==> config.mk <==
export PLATFORM = sky130hd
export DESIGN_NAME = irq_enable_status_controller_unit
export DESIGN_NICKNAME = d
export VERILOG_FILES = /design/src/rtl/irqc_pkg.sv /design/src/rtl/irq_enable_status_controller_unit.sv
export SDC_FILE = /design/constraint.sdc
export NUM_CORES = 1
export LEC_CHECK = 0
export BUFFER_PORTS_ARGS = -buffer_cell sky130_fd_sc_hd__buf_2
export CAP_MARGIN = 0
export CORE_MARGIN = 3
export CORE_UTILIZATION = 58
export DETAILED_ROUTE_END_ITERATION = 10
export GPL_ROUTABILITY_DRIVEN = 0
export PLACE_DENSITY = 0.83
export SLEW_MARGIN = 5
export SYNTH_ARGS = -nofsm -noshare
export SYNTH_HDL_FRONTEND = slang
export SYNTH_SLANG_ARGS = --single-unit
==> constraint.sdc <==
create_clock -name clk_i -period 6.45 [get_ports clk_i]
set_input_delay 0.645 -clock clk_i [delete_from_list [all_inputs] [get_ports clk_i]]
set_output_delay 0.645 -clock clk_i [all_outputs]
set_load 0.005 [all_outputs]
==> src/rtl/irqc_pkg.sv <==
`timescale 1ns / 1ps

package irqc_pkg;

  localparam int unsigned NumSourcesDefault = 32;
  localparam int unsigned DataW = 32;
  localparam int unsigned IdxW = 5;
  localparam int unsigned CfgIdxW = 1;

  localparam logic [1:0] OP_TICK  = 2'd0;
  localparam logic [1:0] OP_READ  = 2'd1;
  localparam logic [1:0] OP_WRITE = 2'd2;

  localparam logic [5:0] OFS_STATUS   = 6'h00;
  localparam logic [5:0] OFS_RAW      = 6'h04;
  localparam logic [5:0] OFS_EN_SET   = 6'h08;
  localparam logic [5:0] OFS_EN_CLR   = 6'h0c;
  localparam logic [5:0] OFS_SOFT_SET = 6'h10;
  localparam logic [5:0] OFS_SOFT_CLR = 6'h14;
  localparam logic [5:0] OFS_PASS_SET = 6'h20;
  localparam logic [5:0] OFS_PASS_CLR = 6'h24;

  localparam logic [CfgIdxW-1:0] CFG_SRC_MASK    = 1'd0;
  localparam logic [CfgIdxW-1:0] CFG_BASE_NUMBER = 1'd1;

  localparam logic [DataW-1:0] NONE_ACTIVE = '1;

  typedef struct packed {
    logic [1:0]       opcode;
    logic [5:0]       offset;
    logic [DataW-1:0] write_data;
    logic [DataW-1:0] source_lines;
  } in_word_t;

  typedef struct packed {
    logic [DataW-1:0] read_data;
    logic             irq_out;
    logic [IdxW-1:0]  lowest_source;
    logic [DataW-1:0] host_number;
    logic [DataW-1:0] pass_enable;
  } out_word_t;

endpackage

==> src/rtl/irq_enable_status_controller_unit.sv <==
`timescale 1ns / 1ps

// Path: each word passes the input register, then the result register.
// Throughput: one word per cycle; the input stalls only while the input register holds
// a word and the finished result in the result register is stalled.
// Reset: enable, soft-pending and pass-through bits clear, source mask all ones,
// base_number zero, both pipeline stages empty.
module irq_enable_status_controller_unit #(
  parameter int unsigned NUM_SOURCES = irqc_pkg::NumSourcesDefault
) (
  input  logic                          clk_i,
  input  logic                          rst_ni,
  input  logic                          in_valid_i,
  output logic                          in_stall_o,
  input  irqc_pkg::in_word_t            in_word_i,
  output logic                          out_valid_o,
  input  logic                          out_stall_i,
  output irqc_pkg::out_word_t           out_word_o,
  input  logic                          cfg_we_i,
  input  logic [irqc_pkg::CfgIdxW-1:0]  cfg_index_i,
  input  logic [irqc_pkg::DataW-1:0]    cfg_data_i
);
  import irqc_pkg::*;

  localparam int unsigned N = NUM_SOURCES;

  logic             s1_valid_q;
  in_word_t         s1_q;
  logic             out_valid_q;
  out_word_t        out_q, out_d;
  logic             out_ready;
  logic             advance;

  logic [DataW-1:0] src_mask_q;
  logic [DataW-1:0] base_q;
  logic [N-1:0]     en_q, en_d;
  logic [N-1:0]     soft_q, soft_d;
  logic [N-1:0]     pass_q, pass_d;

  logic [N-1:0]     wd, lines, raw, status;
  logic [IdxW-1:0]  low;

  assign out_ready   = !out_valid_q || !out_stall_i;
  assign advance     = s1_valid_q && out_ready;
  assign in_stall_o  = s1_valid_q && !out_ready;
  assign out_valid_o = out_valid_q;
  assign out_word_o  = out_q;

  // input register
  always_ff @(posedge clk_i or negedge rst_ni) begin
    if (!rst_ni) begin
      s1_valid_q <= 1'b0;
    end else if (!in_stall_o) begin
      s1_valid_q <= in_valid_i;
    end
  end

  always_ff @(posedge clk_i) begin
    if (in_valid_i && !in_stall_o) begin
      s1_q <= in_word_i;
    end
  end

  // configuration registers
  always_ff @(posedge clk_i or negedge rst_ni) begin
    if (!rst_ni) begin
      src_mask_q <= '1;
      base_q     <= '0;
    end else if (cfg_we_i) begin
      case (cfg_index_i)
        CFG_SRC_MASK:    src_mask_q <= cfg_data_i;
        CFG_BASE_NUMBER: base_q     <= cfg_data_i;
        default: ;
      endcase
    end
  end

  // state update and result forming; writes land before status is formed
  always_comb begin
    wd     = s1_q.write_data[N-1:0];
    lines  = s1_q.source_lines[N-1:0];
    en_d   = en_q;
    soft_d = soft_q;
    pass_d = pass_q;
    if (s1_q.opcode == OP_WRITE) begin
      case (s1_q.offset)
        OFS_EN_SET:   en_d   = en_q | wd;
        OFS_EN_CLR:   en_d   = en_q & ~wd;
        OFS_SOFT_SET: soft_d = soft_q | wd;
        OFS_SOFT_CLR: soft_d = soft_q & ~wd;
        OFS_PASS_SET: pass_d = pass_q | wd;
        OFS_PASS_CLR: pass_d = pass_q & ~wd;
        default: ;
      endcase
    end

    raw    = lines | soft_d;
    status = raw & en_d & src_mask_q[N-1:0];

    // lowest set bit wins: scan from the top down
    low = '0;
    for (int i = N - 1; i >= 0; i--) begin
      if (status[i]) begin
        low = IdxW'(i);
      end
    end

    out_d.read_data = '0;
    if (s1_q.opcode == OP_READ) begin
      case (s1_q.offset)
        OFS_STATUS:   out_d.read_data = DataW'(status);
        OFS_RAW:      out_d.read_data = DataW'(raw);
        OFS_EN_SET:   out_d.read_data = DataW'(en_d);
        OFS_SOFT_SET: out_d.read_data = DataW'(soft_d);
        OFS_PASS_SET: out_d.read_data = DataW'(pass_d);
        default:      out_d.read_data = '0;
      endcase
    end
    out_d.irq_out       = |status;
    out_d.lowest_source = low;
    out_d.host_number   = (|status) ? (base_q + DataW'(low)) : NONE_ACTIVE;
    out_d.pass_enable   = DataW'(pass_d);
  end

  always_ff @(posedge clk_i or negedge rst_ni) begin
    if (!rst_ni) begin
      en_q   <= '0;
      soft_q <= '0;
      pass_q <= '0;
    end else if (advance) begin
      en_q   <= en_d;
      soft_q <= soft_d;
      pass_q <= pass_d;
    end
  end

  // result register
  always_ff @(posedge clk_i or negedge rst_ni) begin
    if (!rst_ni) begin
      out_valid_q <= 1'b0;
    end else if (out_ready) begin
      out_valid_q <= s1_valid_q;
    end
  end

  always_ff @(posedge clk_i) begin
    if (advance) begin
      out_q <= out_d;
    end
  end

  a_none_active: assert property (@(posedge clk_i) disable iff (!rst_ni)
    out_valid_q && !out_q.irq_out |-> out_q.lowest_source == '0 &&
                                      out_q.host_number == NONE_ACTIVE)
    else $error("idle result carries a source");

  a_stall_only_when_full: assert property (@(posedge clk_i) disable iff (!rst_ni)
    in_stall_o |-> s1_valid_q && out_valid_q && out_stall_i)
    else $error("input stalled with room in the pipe");

  a_word_moves: assert property (@(posedge clk_i) disable iff (!rst_ni)
    advance |=> out_valid_q)
    else $error("word lost between stages");

  a_pass_in_range: assert property (@(posedge clk_i) disable iff (!rst_ni)
    out_valid_q |-> (out_q.pass_enable & ~DataW'(pass_q)) == '0 ||
                    $past(advance))
    else $error("pass-through bits outside stored set");

endmodule
==> flow_summary.ini, run 1 <==
[outcome]
status = finished, final reports clean

[route]
viasPerCell = 6.58
drt.antenna.violating_nets = 0
wl_per_cell_um = 22.9
post-route-drc-count = 0
drtIter0Drc = 1994
dr_total_vias = 13300
first_pass_iters = 6
wl_um = 46400

[clock_tree]
post_cts_buffers = 0
numClockSinks = 336
cts_buffer_depth = 3
cts_resized = 0
cts_root_buffer = clkbuf_16
hold_buffers = 0
htreeDepth = 2
clk_latency_ns = 0.52
clk_pin_slew_ns = 0.06
tritoncts = built
cts-buffers-inserted = 36

[logic_synthesis]
netlist.area_leader.share_pct = 32.5
synth_area_per_cell_um2 = 11.3
ys_seq_elements = 336
synth_edf_count = 174
syn_area_um2 = 16100
synthTopCellsByArea = edfxtp_1 (32%), dfrtp_1 (20%), mux2_2 (7.1%), o21ai_0 (5.3%), dfstp_2 (5.2%)
ys_seq_area_share_pct = 57.9
synth_flop_cell = edfxtp_1
synth_nets = 1539
yosys.area.top_type = edfxtp_1
netlist_instances = 1423
ys_warn_count = 0
async_reset_ff_share_pct = 48.2
ys_types = 80

[setup_path]
arrival_ns = 5.98
slowest_stage = nor4_2
required_ns = 6.71
critPathKind = reg -> reg
crit_top_cell = buf_4
cp_max_fo = 12
endpoint_kind = register
cp_top_family = compound AO/OA/AOI/OAI gates
max_stage_delay_ns = 0.59
critPathLaunchType = register
crit_buf_inv = 6
path_cells = nor4_2 > buf_4 > nand3_1 > buf_4 > o21ai_0 > o21ai_0 > o211ai_1 > inv_1 > a21boi_0 > o41a_1 > ha_1 > inv_1 > fa_1 > nor2b_1 > o21ai_0 > a21boi_0 > o21bai_1 > buf_4 > nor3_1 > buf_4 > nand3_1 > xor2_1 > nand2_2

[sta]
setup_viol = 0
clock.fmax_mhz = 175
drv_slew = 0
hold_viol_final = 0
period_minus_slack_ns = 5.73
maxSlewHeadroom_pct = 13.6
worstMarginPinSlew_ns = 1.29
fin_skew_ns = 0.0189
fin_crit_sh_pct = 88.8
fin_tns_setup_ns = 0
grt_setup_unrepaired = no
setup_slack_ns = 0.724

[die]
die_area_um2 = 29800
row_count = 60
die_height_um = 173
coreArea_um2 = 27100
pin_count = 214
die_width_um = 173
initial_core_util_pct = 59.4

[global_route]
grt_max_degree = 215
grt_antenna_before_repair = 3
grtUsageTotal_pct = 30.1
grt_overflow = 0
grt_pass1_wl_um = 71800
grt_pass1_vias = 13100

[finish]
post-route-util_pct = 69.4
final_common_cell = buf_2
fin_area_um2 = 18800
syn2layout_area_growth_pct = 16.8
drive_gt1_share_pct = 28.5
mostFrequentLayoutCells = buf_2 (212), edfxtp_1 (174), o21ai_0 (169), dfrtp_1 (130), nand2_1 (102)
num-fill-cells = 1940
final_nets = 1737
layout.cells.non_filler = 2023

[pwr]
leakage_nw = 7.42
p_per_area_nw_per_um2 = 325
peakVddDrop_v = 0.000221

[place]
place_inst = 1955
dp_hpwl_um = 30600
portBuffers = 213
dp_slack_ns = 0.950
placed_cell_area_um2 = 17500

[min_path]
hold_class = in -> async

[flow_run]
drv_cap = 0
## path summary, 6_finish.rpt
kind,start,end,slack [ns],cells past startpoint
max,s1_q[69],out_word_o[62],0.72,23
min,rst_ni,base_q[6],0.19,1
max reg2reg,s1_q[69],out_word_o[62],0.72,23
min reg2reg,s1_valid_q,out_valid_o,0.49,1
max in group asynchronous,rst_ni,soft_q[25],4.70,2
min in group clk_i,in_word_i[13],lines[13],0.29,1
## registers in the layout (all words and copies together), names as in the netlist, 32 cells and up
signal	cells
out_word_o	102
en_q	32
base_q	32
pass_q	32
soft_q	32
src_mask_q	32
lines	32
wd	32
## Yosys cell counts (all sizes together), types with 8 or more instances
cell type,n
o22ai,10
o311ai,8
nand2,111
xnor2,9
nor2,101
a221oi,19
a211oi,8
xor2,18
edfxtp,174
a21oi,82
o21a,9
a22oi,10
dfstp,32
o31ai,41
and3b,16
o21ai,172
a31oi,14
nand3,46
nor3,10
nand2b,8
nand3b,30
a221o,8
mux2,101
nand4,13
and2,8
buf,19
a21boi,8
dfrtp,130
o211ai,18
inv,37
clkbuf,74
and3,14
## per-layer routing
layer	global-route usage (%)	vias to the layer above	part of all wire, %
met1	38.7	6321	36
met5	0.801	-	0.028
met3	7.07	255	11
met2	46.7	996	45
met4	18.6	2	7.6
li1	-	5745	-
## kinds of logic after synthesis
group	after synthesis	share of synthesized area (%)
multiplexers	102	7.13
adder cells (fa/ha/maj)	6	0.513
buffers and inverters	130	3.46
XOR/XNOR	27	1.47
AND/OR/NAND/NOR	376	12.1
flip-flops	336	57.9
AO/OA/AOI/OAI	446	17.5
## stage by stage
step | hold slack, ns | power, mW
6_report | 0.190 | 6.11
3_5_place_dp | 0.474 | 3.95
5_1_grt | 0.263 | 6.35
2_1_floorplan | 0.349 | 3.53
3_3_place_gp | 0.461 | 3.89
4_1_cts | 0.236 | 6.10
## power by group
part           total [mW]  leakage [nW]  internal, mW  switching (mW)
combinational        1.10          3.20         0.454           0.647
clock                2.16         0.605          1.31           0.847
sequential           2.85          3.62          2.65           0.201
## layout make-up
| cell class | instances | area, µm² | share of cell area, % |
|---|---|---|---|
| sequential | 336 | 9320 | 49.6 |
| multi-input combinational | 957 | 6240 | 33.2 |
| timing repair buffer | 253 | 1390 | 7.37 |
| clock buffer | 45 | 1010 | 5.35 |
| tap | 372 | 465 | 2.48 |
| clock inverter | 21 | 241 | 1.28 |
| inverter | 37 | 139 | 0.739 |
| antenna | 2 | 5.00 | 0.0266 |
No activity file was read; power rests on OpenSTA's default activity.
==> inputs of run 2 (changes only) <==
--- a/config.mk
+++ b/config.mk
@@ -8,10 +8,10 @@
 export BUFFER_PORTS_ARGS = -buffer_cell sky130_fd_sc_hd__buf_2
 export CAP_MARGIN = 0
 export CORE_MARGIN = 3
-export CORE_UTILIZATION = 58
+export CORE_UTILIZATION = 55
 export DETAILED_ROUTE_END_ITERATION = 10
 export GPL_ROUTABILITY_DRIVEN = 0
-export PLACE_DENSITY = 0.83
+export PLACE_DENSITY = 0.8
 export SLEW_MARGIN = 5
 export SYNTH_ARGS = -nofsm -noshare
 export SYNTH_HDL_FRONTEND = slang
==> flow_summary.ini, run 2 (same netlist as run 1, synthesis figures left out) <==
[sta]
period_minus_slack_ns = 5.93
fin_skew_ns = 0.0154
fin_crit_sh_pct = 91.9
drv_slew = 0
hold_viol_final = 0
hold_ws_ns = 0.197
worstMarginPinSlew_ns = 1.35
setup_viol = 0
fin_tns_setup_ns = 0
setup_slack_ns = 0.520
clock.fmax_mhz = 169
grt_setup_unrepaired = no
maxSlewHeadroom_pct = 9.45

[route]
dr_total_vias = 13200
post-route-drc-count = 0
drt.antenna.violating_nets = 0
first_pass_iters = 6
wl_per_cell_um = 23.0
wl_um = 46600
viasPerCell = 6.52
drtIter0Drc = 2090

[place]
dp_slack_ns = 0.733
placed_cell_area_um2 = 17600
portBuffers = 213
dp_hpwl_um = 31700

[die]
die_height_um = 177
row_count = 61
initial_core_util_pct = 56.8
die_width_um = 177
die_area_um2 = 31400
pin_count = 214
coreArea_um2 = 28300

[setup_path]
critPathKind = reg -> reg
critPathLaunchType = register
cp_max_fo = 20
arrival_ns = 6.18
slowest_stage = nor4_1
crit_top_cell = a21oi_1
required_ns = 6.70
path_cells = or4_1 > buf_4 > o31ai_1 > a32o_1 > o211ai_1 > a311oi_1 > o311ai_1 > a21oi_1 > o21ba_1 > ha_1 > a21o_1 > a21oi_1 > o21ai_0 > a21oi_1 > nor4_1 > nand3_1 > xor2_1 > nand2_2
crit_buf_inv = 1
endpoint_kind = register
max_stage_delay_ns = 1.03
cp_top_family = compound AO/OA/AOI/OAI gates

[clock_tree]
clk_pin_slew_ns = 0.06
cts_buffer_depth = 3
tritoncts = built
cts_resized = 0
hold_buffers = 0
numClockSinks = 336
htreeDepth = 2
clk_latency_ns = 0.52
cts_root_buffer = clkbuf_16
post_cts_buffers = 0
cts-buffers-inserted = 36

[global_route]
grt_max_degree = 132
grt_pass1_vias = 12800
grt_pass1_wl_um = 71700
grt_overflow = 0
grt_antenna_before_repair = 4
grtUsageTotal_pct = 29.3

[pwr]
peakVddDrop_v = 0.000210
p_per_area_nw_per_um2 = 322
leakage_nw = 7.38

[finish]
mostFrequentLayoutCells = buf_2 (212), edfxtp_1 (174), o21ai_0 (169), dfrtp_1 (130), nand2_1 (102)
final_nets = 1734
fin_area_um2 = 18700
syn2layout_area_growth_pct = 16.3
drive_gt1_share_pct = 28.0
final_common_cell = buf_2
post-route-util_pct = 66.1
largest_reg_flops = 102

[flow_run]
drv_cap = 0

[outcome]
status = finished, final reports clean

[min_path]
hold_class = in -> async
## run 2: cell types whose count changed in the layout (fill, tap and decap cells not counted), sizes merged
cell | previous run | this run
clkinv | 11 | 12
bufinv | 5 | 4
clkinvlp | 3 | 1
buf | 253 | 250
clkbuf | 45 | 46
## run 2: worst paths after layout
path / startpoint / endpoint / slack (ns) / cells after the start
setup / recovery: s1_q[65] / out_word_o[55] / 0.52 / 18
hold / removal: rst_ni / base_q[5] / 0.20 / 1
setup reg to reg: s1_q[65] / out_word_o[55] / 0.52 / 18
hold reg to reg: s1_valid_q / out_valid_o / 0.50 / 1
max in group asynchronous: rst_ni / pass_q[25] / 4.72 / 2
min in group clk_i: in_word_i[66] / s1_q[66] / 0.29 / 1
## run 2: cell type report
| class | instances | area [µm²] |
|---|---|---|
| Sequential cell | 336 | 9320 |
| Clock buffer | 46 | 948 |
| Tap cell | 378 | 473 |
| Inverter | 37 | 139 |
| Antenna cell | 2 | 5.00 |
| Multi-Input combinational cell | 957 | 6240 |
| Clock inverter | 19 | 210 |
| Timing Repair Buffer | 250 | 1390 |
| Fill cell | 2068 | 9600 |
## run 2: metal layers
metal  track usage [%]  vias up  share of wire (%)
met5                 0        -              0.064
met3              5.43      217                 11
met4              14.3        4                6.0
li1                  -     5732                  -
met2              46.4      966                 46
met1              39.3     6294                 37
## run 2: worst reg2reg max path, stage by stage, from the launching register on
cell,delay [ns]
edfxtp_1,0.49
or4_1,0.77
buf_4,0.35
o31ai_1,0.40
a32o_1,0.22
o211ai_1,0.11
a311oi_1,0.48
o311ai_1,0.18
a21oi_1,0.28
o21ba_1,0.19
ha_1,0.16
a21o_1,0.13
a21oi_1,0.09
o21ai_0,0.16
a21oi_1,0.12
nor4_1,1.03
nand3_1,0.21
xor2_1,0.22
nand2_2,0.06
## run 2: power breakdown
part	internal, mW	switching, mW
clock	1.21	0.850
sequential	2.65	0.200
combinational	0.467	0.656
total	4.32	1.71
## run 2: stage by stage
| step | instances | power, mW |
|---|---|---|
| after floorplan | 1423 | 3.53 |
| after global placement | 1958 | 3.92 |
| after detailed placement | 1958 | 3.98 |
| after CTS | 2023 | 6.03 |
| after global routing | 2025 | 6.28 |
| final | 2025 | 6.03 |
